--- src/rtl/core/wfpa_pkg.sv ---
`default_nettype none

package wfpa_pkg;

    localparam int MAX_BLOCKS = 32;
    localparam int BLK_W      = (MAX_BLOCKS > 1) ? $clog2(MAX_BLOCKS) : 1;
    localparam int CNT_W      = $clog2(MAX_BLOCKS + 1);

    localparam int TYPE_W = 1;
    localparam int IDX_W  = 5;
    localparam int SIZE_W = 16;
    localparam int PNUM_W = 16;
    localparam int SUM_W  = 21;
    localparam int CFG_W  = 6;

    localparam logic [CFG_W-1:0] CFG_RESET = CFG_W'(32);
    localparam logic [SUM_W-1:0] SUM_MAX   = {SUM_W{1'b1}};

    // request kinds
    localparam logic [TYPE_W-1:0] REQ_LOAD  = 1'b0;
    localparam logic [TYPE_W-1:0] REQ_ALLOC = 1'b1;

    typedef struct packed {
        logic              is_alloc;
        logic [BLK_W-1:0]  idx;
        logic [SIZE_W-1:0] size;
        logic [PNUM_W-1:0] pnum;
    } t_cmd;

endpackage

`default_nettype wire

--- src/rtl/core/wfpa_if.sv ---
`default_nettype none

interface wfpa_req_if;
    logic                       valid;
    logic                       ready;
    logic [wfpa_pkg::TYPE_W-1:0] req_type;
    logic [wfpa_pkg::IDX_W-1:0]  block_index;
    logic [wfpa_pkg::SIZE_W-1:0] size_value;
    logic [wfpa_pkg::PNUM_W-1:0] process_number;

    modport source (output valid, req_type, block_index, size_value, process_number,
                    input ready);
    modport sink   (input valid, req_type, block_index, size_value, process_number,
                    output ready);
endinterface

interface wfpa_rsp_if;
    logic                       valid;
    logic                       ready;
    logic                       granted;
    logic [wfpa_pkg::IDX_W-1:0]  chosen_block;
    logic [wfpa_pkg::SIZE_W-1:0] fragment;
    logic [wfpa_pkg::SUM_W-1:0]  used_memory;
    logic [wfpa_pkg::SUM_W-1:0]  total_memory;
    logic [wfpa_pkg::PNUM_W-1:0] process_echo;

    modport source (output valid, granted, chosen_block, fragment, used_memory,
                    total_memory, process_echo, input ready);
    modport sink   (input valid, granted, chosen_block, fragment, used_memory,
                    total_memory, process_echo, output ready);
endinterface

`default_nettype wire

--- src/rtl/core/wfpa_front.sv ---
`default_nettype none

// Takes request transactions, drops out-of-range loads, registers the command.
module wfpa_front (
    input  wire              i_clk,
    input  wire              i_rst_n,
    wfpa_req_if.sink         i_req,
    output logic             o_cmd_valid,
    output wfpa_pkg::t_cmd   o_cmd,
    input  wire              i_cmd_ready
);

    logic           r_valid;
    wfpa_pkg::t_cmd r_cmd;
    logic           take;
    logic           keep;

    assign i_req.ready = !r_valid || i_cmd_ready;
    assign take        = i_req.valid && i_req.ready;
    // a load beyond the table changes nothing
    assign keep        = (i_req.req_type == wfpa_pkg::REQ_ALLOC) ||
                         (32'(i_req.block_index) < wfpa_pkg::MAX_BLOCKS);

    always_ff @(posedge i_clk) begin
        if (!i_rst_n) begin
            r_valid <= 1'b0;
        end else if (take) begin
            r_valid <= keep;
        end else if (i_cmd_ready) begin
            r_valid <= 1'b0;
        end
    end

    always_ff @(posedge i_clk) begin
        if (take) begin
            r_cmd.is_alloc <= (i_req.req_type == wfpa_pkg::REQ_ALLOC);
            r_cmd.idx      <= wfpa_pkg::BLK_W'(i_req.block_index);
            r_cmd.size     <= i_req.size_value;
            r_cmd.pnum     <= i_req.process_number;
        end
    end

    assign o_cmd_valid = r_valid;
    assign o_cmd       = r_cmd;

endmodule

`default_nettype wire

--- src/rtl/core/wfpa_queue.sv ---
`default_nettype none

// Two-entry command queue between front and back.
module wfpa_queue (
    input  wire              i_clk,
    input  wire              i_rst_n,
    input  wire              i_push_valid,
    input  wfpa_pkg::t_cmd   i_push_cmd,
    output logic             o_push_ready,
    output logic             o_pop_valid,
    output wfpa_pkg::t_cmd   o_pop_cmd,
    input  wire              i_pop_ready
);

    wfpa_pkg::t_cmd r_slot [2];
    logic           r_wr_ptr;
    logic           r_rd_ptr;
    logic [1:0]     r_count;
    logic           push;
    logic           pop;

    assign o_push_ready = (r_count != 2'd2);
    assign o_pop_valid  = (r_count != 2'd0);
    assign o_pop_cmd    = r_slot[r_rd_ptr];
    assign push         = i_push_valid && o_push_ready;
    assign pop          = o_pop_valid && i_pop_ready;

    always_ff @(posedge i_clk) begin
        if (!i_rst_n) begin
            r_wr_ptr <= 1'b0;
            r_rd_ptr <= 1'b0;
            r_count  <= 2'd0;
        end else begin
            if (push) begin
                r_wr_ptr <= !r_wr_ptr;
            end
            if (pop) begin
                r_rd_ptr <= !r_rd_ptr;
            end
            if (push && !pop) begin
                r_count <= r_count + 2'd1;
            end else if (pop && !push) begin
                r_count <= r_count - 2'd1;
            end
        end
    end

    always_ff @(posedge i_clk) begin
        if (push) begin
            r_slot[r_wr_ptr] <= i_push_cmd;
        end
    end

endmodule

`default_nettype wire

--- src/rtl/core/wfpa_back.sv ---
`default_nettype none

// Executes commands: size table, taken marks, sums, worst-fit scan, result register.
module wfpa_back (
    input  wire                         i_clk,
    input  wire                         i_rst_n,
    input  wire [wfpa_pkg::CNT_W-1:0]   i_limit,
    input  wire                         i_cmd_valid,
    input  wfpa_pkg::t_cmd              i_cmd,
    output logic                        o_cmd_ready,
    wfpa_rsp_if.source                  o_rsp
);

    localparam logic [2:0] S_IDLE  = 3'd0;
    localparam logic [2:0] S_LD_RD = 3'd1;
    localparam logic [2:0] S_LD_WR = 3'd2;
    localparam logic [2:0] S_SCAN  = 3'd3;
    localparam logic [2:0] S_DRAIN = 3'd4;
    localparam logic [2:0] S_FIN   = 3'd5;

    logic [2:0]                    r_state;
    wfpa_pkg::t_cmd                r_cmd;
    logic [wfpa_pkg::CNT_W-1:0]    r_cnt;
    logic                          r_cmp_vld;
    logic [wfpa_pkg::BLK_W-1:0]    r_cmp_idx;
    logic                          r_found;
    logic [wfpa_pkg::BLK_W-1:0]    r_best;
    logic [wfpa_pkg::SIZE_W-1:0]   r_best_size;
    logic [wfpa_pkg::SUM_W-1:0]    r_used;
    logic [wfpa_pkg::SUM_W-1:0]    r_total;

    // size table: memory plus per-entry valid bits (unwritten reads as zero)
    logic [wfpa_pkg::SIZE_W-1:0]   mem [wfpa_pkg::MAX_BLOCKS];
    logic [wfpa_pkg::MAX_BLOCKS-1:0] r_vld;
    logic [wfpa_pkg::MAX_BLOCKS-1:0] r_taken;
    logic [wfpa_pkg::SIZE_W-1:0]   r_rd_size;
    logic                          r_rd_hit;
    logic                          r_rd_taken;

    logic                          r_out_valid;
    logic                          r_out_granted;
    logic [wfpa_pkg::IDX_W-1:0]    r_out_block;
    logic [wfpa_pkg::SIZE_W-1:0]   r_out_frag;
    logic [wfpa_pkg::SUM_W-1:0]    r_out_used;
    logic [wfpa_pkg::SUM_W-1:0]    r_out_total;
    logic [wfpa_pkg::PNUM_W-1:0]   r_out_pnum;

    logic [wfpa_pkg::BLK_W-1:0]    rd_addr;
    logic [wfpa_pkg::SIZE_W-1:0]   rd_size;
    logic                          fits;
    logic                          out_free;
    logic                          out_load;
    logic                          pop;
    logic                          mem_we;
    logic [wfpa_pkg::SUM_W:0]      used_wide;
    logic [wfpa_pkg::SUM_W-1:0]    n_used;

    assign o_cmd_ready = (r_state == S_IDLE);
    assign pop         = i_cmd_valid && o_cmd_ready;
    assign out_free    = !r_out_valid || o_rsp.ready;
    assign out_load    = (r_state == S_FIN) && out_free;
    assign rd_addr     = (r_state == S_LD_RD) ? r_cmd.idx : r_cnt[wfpa_pkg::BLK_W-1:0];
    assign rd_size     = r_rd_hit ? r_rd_size : '0;
    assign fits        = r_cmp_vld && !r_rd_taken && (rd_size >= r_cmd.size) &&
                         (!r_found || rd_size >= r_best_size);
    assign mem_we      = (r_state == S_LD_WR);

    assign used_wide   = (wfpa_pkg::SUM_W+1)'(r_used) + (wfpa_pkg::SUM_W+1)'(r_cmd.size);
    assign n_used      = used_wide[wfpa_pkg::SUM_W] ? wfpa_pkg::SUM_MAX
                                                   : used_wide[wfpa_pkg::SUM_W-1:0];

    always_ff @(posedge i_clk) begin
        if (mem_we) begin
            mem[r_cmd.idx] <= r_cmd.size;
        end
        r_rd_size  <= mem[rd_addr];
        r_rd_hit   <= r_vld[rd_addr];
        r_rd_taken <= r_taken[rd_addr];
    end

    always_ff @(posedge i_clk) begin
        if (!i_rst_n) begin
            r_state     <= S_IDLE;
            r_vld       <= '0;
            r_taken     <= '0;
            r_used      <= '0;
            r_total     <= '0;
            r_cmp_vld   <= 1'b0;
            r_found     <= 1'b0;
            r_out_valid <= 1'b0;
        end else begin
            if (out_load) begin
                r_out_valid <= 1'b1;
            end else if (o_rsp.ready) begin
                r_out_valid <= 1'b0;
            end
            case (r_state)
                S_IDLE: begin
                    r_cmp_vld <= 1'b0;
                    r_found   <= 1'b0;
                    if (pop) begin
                        if (!i_cmd.is_alloc) begin
                            r_state <= S_LD_RD;
                        end else if (i_limit == '0) begin
                            r_state <= S_FIN;
                        end else begin
                            r_state <= S_SCAN;
                        end
                    end
                end
                S_LD_RD: begin
                    r_state <= S_LD_WR;
                end
                S_LD_WR: begin
                    r_vld[r_cmd.idx]   <= 1'b1;
                    r_taken[r_cmd.idx] <= 1'b0;
                    r_total <= r_total - wfpa_pkg::SUM_W'(rd_size)
                                       + wfpa_pkg::SUM_W'(r_cmd.size);
                    r_state <= S_IDLE;
                end
                S_SCAN: begin
                    r_cmp_vld <= 1'b1;
                    if (fits) begin
                        r_found <= 1'b1;
                    end
                    if ((r_cnt + wfpa_pkg::CNT_W'(1)) == i_limit) begin
                        r_state <= S_DRAIN;
                    end
                end
                S_DRAIN: begin
                    r_cmp_vld <= 1'b0;
                    if (fits) begin
                        r_found <= 1'b1;
                    end
                    r_state <= S_FIN;
                end
                S_FIN: begin
                    if (out_free) begin
                        if (r_found) begin
                            r_taken[r_best] <= 1'b1;
                            r_used          <= n_used;
                        end
                        r_state <= S_IDLE;
                    end
                end
                default: begin
                    r_state <= S_IDLE;
                end
            endcase
        end
    end

    // datapath registers, no reset
    always_ff @(posedge i_clk) begin
        if (pop) begin
            r_cmd <= i_cmd;
            r_cnt <= '0;
        end else if (r_state == S_SCAN) begin
            r_cnt <= r_cnt + wfpa_pkg::CNT_W'(1);
        end
        r_cmp_idx <= r_cnt[wfpa_pkg::BLK_W-1:0];
        if (fits) begin
            r_best      <= r_cmp_idx;
            r_best_size <= rd_size;
        end
        if (r_state == S_FIN && out_free) begin
            r_out_granted <= r_found;
            r_out_block   <= r_found ? wfpa_pkg::IDX_W'(r_best) : '0;
            r_out_frag    <= r_found ? (r_best_size - r_cmd.size) : '0;
            r_out_used    <= r_found ? n_used : r_used;
            r_out_total   <= r_total;
            r_out_pnum    <= r_cmd.pnum;
        end
    end

    assign o_rsp.valid        = r_out_valid;
    assign o_rsp.granted      = r_out_granted;
    assign o_rsp.chosen_block = r_out_block;
    assign o_rsp.fragment     = r_out_frag;
    assign o_rsp.used_memory  = r_out_used;
    assign o_rsp.total_memory = r_out_total;
    assign o_rsp.process_echo = r_out_pnum;

endmodule

`default_nettype wire

--- src/rtl/core/worst_fit_partition_allocator.sv ---
`default_nettype none

// Channel   Dir  Handshake      Payload
// i_req     in   valid/ready    req_type, block_index, size_value, process_number
// o_rsp     out  valid/ready    granted, chosen_block, fragment, used_memory,
//                               total_memory, process_echo
// i_cfg_*   in   write enable   blocks_in_use (6 bits)
//
// Load transaction: table read, then table write and sum update in the back end.
// Allocate transaction: scans limit = min(blocks_in_use, MAX_BLOCKS) entries,
// then drains, then waits for a free output register; zero limit skips both;
// the scan reads one table entry per cycle through the single memory read port.
// Front register and a two-entry queue let requests be taken while the back end
// scans or while a result waits in the output register.
// Synchronous active-low reset clears the table valid bits, taken marks and sums
// at once; no clearing pass.
module worst_fit_partition_allocator (
    input  wire                          i_clk,
    input  wire                          i_rst_n,
    wfpa_req_if.sink                     i_req,
    wfpa_rsp_if.source                   o_rsp,
    input  wire                          i_cfg_we,
    input  wire [wfpa_pkg::CFG_W-1:0]    i_cfg_data
);

    // blocks_in_use register
    logic [wfpa_pkg::CFG_W-1:0] r_blocks;
    logic [wfpa_pkg::CNT_W-1:0] limit;

    logic           fr_valid;
    wfpa_pkg::t_cmd fr_cmd;
    logic           fr_ready;
    logic           q_valid;
    wfpa_pkg::t_cmd q_cmd;
    logic           q_ready;

    always_ff @(posedge i_clk) begin
        if (!i_rst_n) begin
            r_blocks <= wfpa_pkg::CFG_RESET;
        end else if (i_cfg_we) begin
            r_blocks <= i_cfg_data;
        end
    end

    // scan length clamps at the table depth
    always_comb begin
        if (32'(r_blocks) > wfpa_pkg::MAX_BLOCKS) begin
            limit = wfpa_pkg::CNT_W'(wfpa_pkg::MAX_BLOCKS);
        end else begin
            limit = wfpa_pkg::CNT_W'(r_blocks);
        end
    end

    wfpa_front u_front (
        .i_clk       (i_clk),
        .i_rst_n     (i_rst_n),
        .i_req       (i_req),
        .o_cmd_valid (fr_valid),
        .o_cmd       (fr_cmd),
        .i_cmd_ready (fr_ready)
    );

    wfpa_queue u_queue (
        .i_clk        (i_clk),
        .i_rst_n      (i_rst_n),
        .i_push_valid (fr_valid),
        .i_push_cmd   (fr_cmd),
        .o_push_ready (fr_ready),
        .o_pop_valid  (q_valid),
        .o_pop_cmd    (q_cmd),
        .i_pop_ready  (q_ready)
    );

    wfpa_back u_back (
        .i_clk       (i_clk),
        .i_rst_n     (i_rst_n),
        .i_limit     (limit),
        .i_cmd_valid (q_valid),
        .i_cmd       (q_cmd),
        .o_cmd_ready (q_ready),
        .o_rsp       (o_rsp)
    );

endmodule

`default_nettype wire

--- src/flat_wrapper.sv ---
// flat-port wrapper written by rule: the top's interface ports become plain ports
module worst_fit_partition_allocator_flat 
  (i_clk, i_rst_n, i_cfg_we, i_cfg_data, i_req_valid, i_req_req_type, i_req_block_index, i_req_size_value, i_req_process_number, i_req_ready, o_rsp_valid, o_rsp_granted, o_rsp_chosen_block, o_rsp_fragment, o_rsp_used_memory, o_rsp_total_memory, o_rsp_process_echo, o_rsp_ready);
  wfpa_req_if i_req_i ();
  wfpa_rsp_if o_rsp_i ();
  input  wire i_clk;
  input  wire i_rst_n;
  input  wire i_cfg_we;
  input  wire [wfpa_pkg::CFG_W-1:0] i_cfg_data;
  input wire logic [$bits(i_req_i.valid)-1:0] i_req_valid;
  input wire logic [$bits(i_req_i.req_type)-1:0] i_req_req_type;
  input wire logic [$bits(i_req_i.block_index)-1:0] i_req_block_index;
  input wire logic [$bits(i_req_i.size_value)-1:0] i_req_size_value;
  input wire logic [$bits(i_req_i.process_number)-1:0] i_req_process_number;
  output wire logic [$bits(i_req_i.ready)-1:0] i_req_ready;
  output wire logic [$bits(o_rsp_i.valid)-1:0] o_rsp_valid;
  output wire logic [$bits(o_rsp_i.granted)-1:0] o_rsp_granted;
  output wire logic [$bits(o_rsp_i.chosen_block)-1:0] o_rsp_chosen_block;
  output wire logic [$bits(o_rsp_i.fragment)-1:0] o_rsp_fragment;
  output wire logic [$bits(o_rsp_i.used_memory)-1:0] o_rsp_used_memory;
  output wire logic [$bits(o_rsp_i.total_memory)-1:0] o_rsp_total_memory;
  output wire logic [$bits(o_rsp_i.process_echo)-1:0] o_rsp_process_echo;
  input wire logic [$bits(o_rsp_i.ready)-1:0] o_rsp_ready;
  assign i_req_i.valid = i_req_valid;
  assign i_req_i.req_type = i_req_req_type;
  assign i_req_i.block_index = i_req_block_index;
  assign i_req_i.size_value = i_req_size_value;
  assign i_req_i.process_number = i_req_process_number;
  assign i_req_ready = i_req_i.ready;
  assign o_rsp_valid = o_rsp_i.valid;
  assign o_rsp_granted = o_rsp_i.granted;
  assign o_rsp_chosen_block = o_rsp_i.chosen_block;
  assign o_rsp_fragment = o_rsp_i.fragment;
  assign o_rsp_used_memory = o_rsp_i.used_memory;
  assign o_rsp_total_memory = o_rsp_i.total_memory;
  assign o_rsp_process_echo = o_rsp_i.process_echo;
  assign o_rsp_i.ready = o_rsp_ready;
  worst_fit_partition_allocator u_core (.i_clk(i_clk), .i_rst_n(i_rst_n), .i_req(i_req_i), .o_rsp(o_rsp_i), .i_cfg_we(i_cfg_we), .i_cfg_data(i_cfg_data));
endmodule
--- config.mk ---
export PLATFORM = sky130hd
export DESIGN_NAME = worst_fit_partition_allocator_flat
export DESIGN_NICKNAME = d
export VERILOG_FILES = /design/src/rtl/core/wfpa_pkg.sv /design/src/rtl/core/wfpa_if.sv /design/src/rtl/core/wfpa_front.sv /design/src/rtl/core/wfpa_queue.sv /design/src/rtl/core/wfpa_back.sv /design/src/rtl/core/worst_fit_partition_allocator.sv /design/src/flat_wrapper.sv
export SDC_FILE = /design/constraint.sdc
export NUM_CORES = 1
export LEC_CHECK = 0
export BUFFER_PORTS_ARGS = -buffer_cell sky130_fd_sc_hd__clkbuf_2
export CAP_MARGIN = 0
export CORE_ASPECT_RATIO = 0.7
export CORE_MARGIN = 2
export CORE_UTILIZATION = 40
export DETAILED_ROUTE_END_ITERATION = 10
export GPL_TIMING_DRIVEN = 0
export PLACE_DENSITY = 0.55
export SETUP_SLACK_MARGIN = 0.4
export SLEW_MARGIN = 20
export SYNTH_ARGS = -nofsm -noshare
export SYNTH_HDL_FRONTEND = slang
export SYNTH_SLANG_ARGS = --single-unit
export TNS_END_PERCENT = 100
--- constraint.sdc ---
create_clock -name i_clk -period 5.1 [get_ports i_clk]
set_input_delay 0.51 -clock i_clk [delete_from_list [all_inputs] [get_ports i_clk]]
set_output_delay 0.51 -clock i_clk [all_outputs]
set_load 0.1 [all_outputs]
## After elaboration in Yosys (flattened, before gate mapping)

Memories as Yosys holds them, arrays and structs flattened. A register that Yosys moved wholly into a read port is not among the register bits.
Index checks and enable logic that the tools add are counted.

- Reduce and logical (&&, ||, !) cells: 37
- $add $sub $neg: 7
- Multiplexer cells: 37
- $lt $le $gt $ge: 8
- Bitwise gates (word level): 4
- Equal/unequal tests: 12

Operator list:

| cell | count |
|---|---|
| 32-bit 2-to-1 mux | 2 |
| 32-bit OR | 2 |
| 32-bit case mux with 2 select lines | 1 |
| 21-bit 2-to-1 mux | 2 |
| 32-bit AND | 1 |
| 16-bit >= comparator | 2 |
| 32-bit inverter | 1 |
| 21-bit by 16-bit adder with 22-bit output | 1 |
| 21-bit by 16-bit adder with 21-bit output | 1 |
| 21-bit by 16-bit subtractor with 21-bit output | 1 |
| 5-bit by 6-bit less-than comparator with 1-bit output (second input constant) | 3 |
| 16-bit 2-to-1 mux | 1 |
| 16-bit subtractor | 1 |
| 1-bit 2-to-1 mux | 15 |
| 3-bit 2-to-1 mux | 5 |
| 3-bit case mux with 5 select lines | 1 |
| 2-bit nonzero test | 7 |
| 1-bit logical AND | 11 |
| 1-bit binary-select mux with 5-bit select | 2 |
| 1-bit demux with 5-bit select | 2 |
| 5-bit by 1-bit >= comparator with 1-bit output (second input constant) | 2 |
| 1-bit zero test | 8 |
| 2-bit != test (second input constant) | 4 |
| 6-bit by 1-bit adder with 6-bit output (second input constant) | 1 |
| 18 further kinds | 28 |

- Bits of input ports: 49
- Logic and storage cells: 139
- Memories: 2
- Bits in registers: 312
- Bits in writable memories: 588

Memory list:

| memory | depth | bits a word | rd ports | clocked after Yosys merged registers in | wr ports | line | RTL |
|---|---|---|---|---|---|---|---|
| u_core.u_back.mem | 32 | 16 | 1 | 1 | 1 | wfpa_back.sv:33 | `logic [wfpa_pkg::SIZE_W-1:0] mem [wfpa_pkg::MAX_BLOCKS];` |
| u_core.u_queue.r_slot | 2 | 38 | 1 | 1 | 1 | wfpa_queue.sv:15 | `wfpa_pkg::t_cmd r_slot [2];` |

## Logic depth before layout (Yosys ltp)

- Depth in word-level cells: 8
- Mapped depth: 15
- Depth with buffers taken out: 14

## Cells and area by module

From an unflattened synthesis, not the netlist that was laid out.

- Cell total of the unflattened synthesis: 3008
- Area, all modules: 38709.6 um^2

Modules (own cells, without submodules):

| module | seq. area each (um^2) | area an instance (um^2) | instances | cells an instance |
|---|---|---|---|---|
| wfpa_back | 22341.4 | 34269.1 | 1 | 2798 |
| wfpa_queue | 2382.3 | 2980.4 | 1 | 142 |
| wfpa_front | 1161.1 | 1198.6 | 1 | 43 |
| worst_fit_partition_allocator | 120.1 | 261.5 | 1 | 25 |

## Worst setup path before layout

No wires, ideal clock.

- Kind: reg2reg
- From: register u_core.u_back.r_out_valid, in the netlist u_core.u_back.o_rsp.valid
- To: register u_core.u_back.r_taken[0] (netlist bit)
- Arrival time: 4.458 ns
- Setup slack: 0.571 ns
- Required time: 5.030 ns
- Path buffers: 1
- Stages on the path, launching flop included: 8
- Library setup time: 0.070 ns
- Period minus slack after synthesis: 4.529 ns
- Cell sequence: dfxtp_1 -> nor2b_1 -> nor2_2 -> nand2_1 -> or3_1 -> clkbuf_1 -> or4_1 -> a21oi_1

- Longest elaborated chain between the ends: 4

Ends and longest elaborated chain:

| item | line | RTL |
|---|---|---|
| start: declaration | wfpa_back.sv:40 | `logic r_out_valid;` |
| start signal: assignment | wfpa_back.sv:90 | `r_out_valid <= 1'b0;` |
| start signal: assignment | wfpa_back.sv:93 | `r_out_valid <= 1'b1;` |
| start signal: assignment | wfpa_back.sv:95 | `r_out_valid <= 1'b0;` |
| 1-bit zero test | wfpa_back.sv:60 | `assign out_free = !r_out_valid \|\| o_rsp.ready;` |
| 1-bit logical OR | wfpa_back.sv:60 |  |
| 2-bit != test (no line) | - |  |
| 3-bit AND reduction (no line) | - |  |
| end signal: assignment | wfpa_back.sv:85 | `r_taken <= '0;` |
| end signal: indexed assignment | wfpa_back.sv:116 | `r_taken[r_cmd.idx] <= 1'b0;` |
| end signal: indexed assignment | wfpa_back.sv:140 | `r_taken[r_best] <= 1'b1;` |
| end: declaration | wfpa_back.sv:35 | `logic [wfpa_pkg::MAX_BLOCKS-1:0] r_taken;` |

No other way between the ends.
A chain may end at the register's enable or synchronous reset.

## Worst setup path after layout

- From: register u_core.u_back.r_cmd[18] (netlist bit)
- To: register u_core.u_back.r_total[18] (netlist bit)

- Longest elaborated chain between the ends: 1

Ends and longest elaborated chain:

| item | line | RTL |
|---|---|---|
| start: declaration | wfpa_back.sv:22 | `wfpa_pkg::t_cmd r_cmd;` |
| start signal: assignment | wfpa_back.sv:156 | `r_cmd <= i_cmd;` |
| 21-bit by 16-bit adder with 21-bit output | wfpa_back.sv:118 | `+ wfpa_pkg::SUM_W'(r_cmd.size);` |
| end signal: assignment | wfpa_back.sv:117 | `r_total <= r_total - wfpa_pkg::SUM_W'(rd_size)` |
| end: declaration | wfpa_back.sv:30 | `logic [wfpa_pkg::SUM_W-1:0] r_total;` |

No other way between the ends.

==> results.toml <==
[synth]
yosys_warnings = 0
synth_top_cell_area_share = 0.5965
synth_seq_cells = 917
synth-main-ff-cell = "edfxtp_1"
synth_area_leader_cell = "edfxtp_1"
netlist_top_cells_area = "edfxtp_1 60%, dfxtp_1 8.0%, nand2_1 6.6%, ha_1 2.8%, and3_1 2.4%"
synth_area_um2 = 38460
synth_edf_count = 764
synth_cell_types = 68
syn_nets = 3310
netlist_instances = 3158
synth.yosys.seq_area_share = 0.6761
syn_avg_cell_area_um2 = 12.18
async_reset_ff_frac = 0

[floorplan]
fp-row-count = 95
die_h_um = 263.4
ios = 131
die_w_um = 374.6
dieArea_um2 = 98690
start_util = 0.4020
core_um2 = 95690

[clock_tree]
root_buffer = "clkbuf_16"
clkSinkCount = 917
path_clk_slew_ns = 0.07
post_cts_resized = 0
htree_levels = 3
clockBufferDepth = 3
cts_tree = "done"
clock_latency_ns = 0.71
cts_buffers = 87

[cells_and_area]
utilization = 0.4728
nets = 3628
syn_to_final_growth_pct = 17.62
drive_above_1_share = 0.1426
mostFrequentLayoutCell = "edfxtp_1"
fin_cells = 4813
mostFrequentLayoutCells = "764 x edfxtp_1, 677 x nand2_1, 199 x nor2_1, 153 x dfxtp_1, 147 x and3_1"

[drt]
drc = 0
wl_per_cell_um = 23.85
ant_nets = 0
drt_iter0_drc = 3065
viasPerCell = 5.456
first_pass_iters = 5
dr_total_vias = 26260
routed_wl_um = 114800

[power_and_ir_drop]
vdd_drop_max_mv = 0.3277
switching_share = 0.3866
fin_total_pwr_w = 0.02639
p_int_w = 0.01619
seq_power_share = 0.363
p_switching_w = 0.01020
p_comb_frac = 0.378
cellPowerDensity_nw_per_um2 = 583.4
p_leak_nw = 16.54
clkPwrFrac = 0.258

[critical_path]
startpoint_type = "register"
critPathArrivalTime_ns = 5.02
cp_max_fo = 15
path_class = "reg -> reg"
crit-reg2reg-launch = "u_core.u_back.r_cmd[18]"
crit_required_ns = 5.71
cp-startpoint = "u_core.u_back.r_cmd[18]"
r2r_slack_ns = 0.69
slowest_stage = "edfxtp_1"
worst-path-buf-inv = 2
rr_endpoint = "u_core.u_back.r_total[18]"
reg2reg_depth = 14
critPathCaptureType = "register"
worstSetupEndpoint = "u_core.u_back.r_total[18]"
path_cells = "buf_8, inv_1, ha_1, ha_1, a21o_1, ha_1, nand2_1, o21ai_0, a21oi_1, o31ai_1, a21oi_1, o31ai_1, nand4b_1, o211ai_1"
crit_cells = 14
cp_common_cell = "ha_1"
critical_path.max_stage_delay_ns = 0.78
cp_top_family = "compound AO/OA/AOI/OAI gates"

[placed_design]
dp_cells = 4604
dp_slack_ns = 0.7572
gp_congestion = 0.9276
portBuffers = 129
post-dp-hpwl_um = 82120

[global_route]
grt_max_degree = 46
antenna_found_initial = 1
grtUsageTotal = 0.2294
grt_first_pass_wirelength_um = 165900
grt-ovfl-total = 0
grt_pass1_vias = 24450

[timing]
worstMarginPinSlew_ns = 1.311
rsz0062_at_grt = "false"
slew_headroom = 0.1202
layout_setup_ws_ns = 0.6922
finalSetupViolCount = 0
hold_viol = 0
fmax_mhz = 226.9
whs_ns = 0.05464
min_period_ns = 4.408
finalCritPeriodShare = 0.8643
slew_viol_final = 0
clock_skew_ns = 0.04409

[run_status]
status = "finished clean"

[worst_hold_path]
hp-class = "in -> reg"

[job]
maxCapViolations = 0
[worst register-to-register path: stages (launching register included)]
cell and delay (ns):
edfxtp_1 0.78, buf_8 0.28, inv_1 0.12, ha_1 0.36, ha_1 0.20, a21o_1 0.15, ha_1 0.35, nand2_1 0.06
o21ai_0 0.30, a21oi_1 0.18, o31ai_1 0.61, a21oi_1 0.21, o31ai_1 0.44, nand4b_1 0.16, o211ai_1 0.12
[layer usage]
layer	vias up	track usage	routed length, um
met5	-	0	0
met2	1048	0.3118	46280
met1	13030	0.3615	55000
met4	0	0.05013	1916
li1	12060	-	-
met3	120	0.05997	11610
[sequential cells by signal, summed over array words and instances, names as in the netlist, 32 cells and up, named ones only]
name                   cells
u_core.u_back.mem        512
u_core.u_queue.r_slot     76
u_core.u_front.o_cmd      38
u_core.u_back.r_cmd       37
u_core.u_back.r_taken     32
u_core.u_back.r_vld       32
[final cells by class]
cell class | instances | area [um^2]
Buffer | 161 | 803.3
Multi-Input combinational cell | 1975 | 11490
Timing Repair Buffer | 229 | 1966
Inverter | 105 | 394.1
Clock buffer | 114 | 2360
Tap cell | 1261 | 1578
Fill cell | 8629 | 50450
Clock inverter | 48 | 635.6
Sequential cell | 917 | 26000
Antenna cell | 3 | 7.507
[cells by family (layout without fill, tap and decap cells)]
family,after synthesis,count (layout),synth area share
compound gates,510,510,0.08354
xor+xnor,55,55,0.01252
mux,56,56,0.01627
simple gates,1251,1251,0.1439
other cells,0,3,0
fa+ha+maj,103,103,0.03663
flops,917,917,0.6761
buf+inv,266,657,0.03103
[power groups by stage]
stage	combinational [W]	clock [W]	sequential [W]
floorplan	0.00565	0	0.00980
global placement	0.00862	0	0.0104
detailed placement	0.00970	0	0.00974
CTS	0.00978	0.00694	0.00958
global route	0.0108	0.00721	0.00962
finish	0.00999	0.00682	0.00959
[synth_stat cells (all sizes together) (76+ instances only)]
cell type  number
edfxtp        764
nand2         677
nor2          233
dfxtp         153
and3          148
a31oi         127
a21oi         109
inv           104
ha             87
buf            82
clkbuf         79
o21ai          76
[per-stage QoR]
step	setup TNS, ns	instance area (um^2)
6_report	0	45240
5_1_grt	0	45230
4_1_cts	0	45210
3_5_place_dp	0	41780
3_3_place_gp	-53.70	40690
2_1_floorplan	0	38460
[worst min path at each step]
stage                                             to  cells past startpoint                   start  slack (ns)
after global placement    u_core.u_back.r_cmp_idx[3]                      0  u_core.u_back.r_cnt[3]        0.34
after detailed placement  u_core.u_back.r_cmp_idx[3]                      0  u_core.u_back.r_cnt[3]        0.34
final                             u_core.r_blocks[2]                      3           i_cfg_data[2]        0.05
after floorplan           u_core.u_back.r_cmp_idx[3]                      0  u_core.u_back.r_cnt[3]        0.33
after global routing              u_core.r_blocks[2]                      3           i_cfg_data[2]        0.04
after CTS                         u_core.r_blocks[2]                      3           i_cfg_data[2]       0.001
[repair_timing]
| item | 4_1_cts | 5_1_grt |
|---|---|---|
| hold buffers | 44 | 0 |
| hold endpoints to repair | 44 | 0 |
| setup buffers | 0 | 0 |
(Power assumes the default switching activity.)
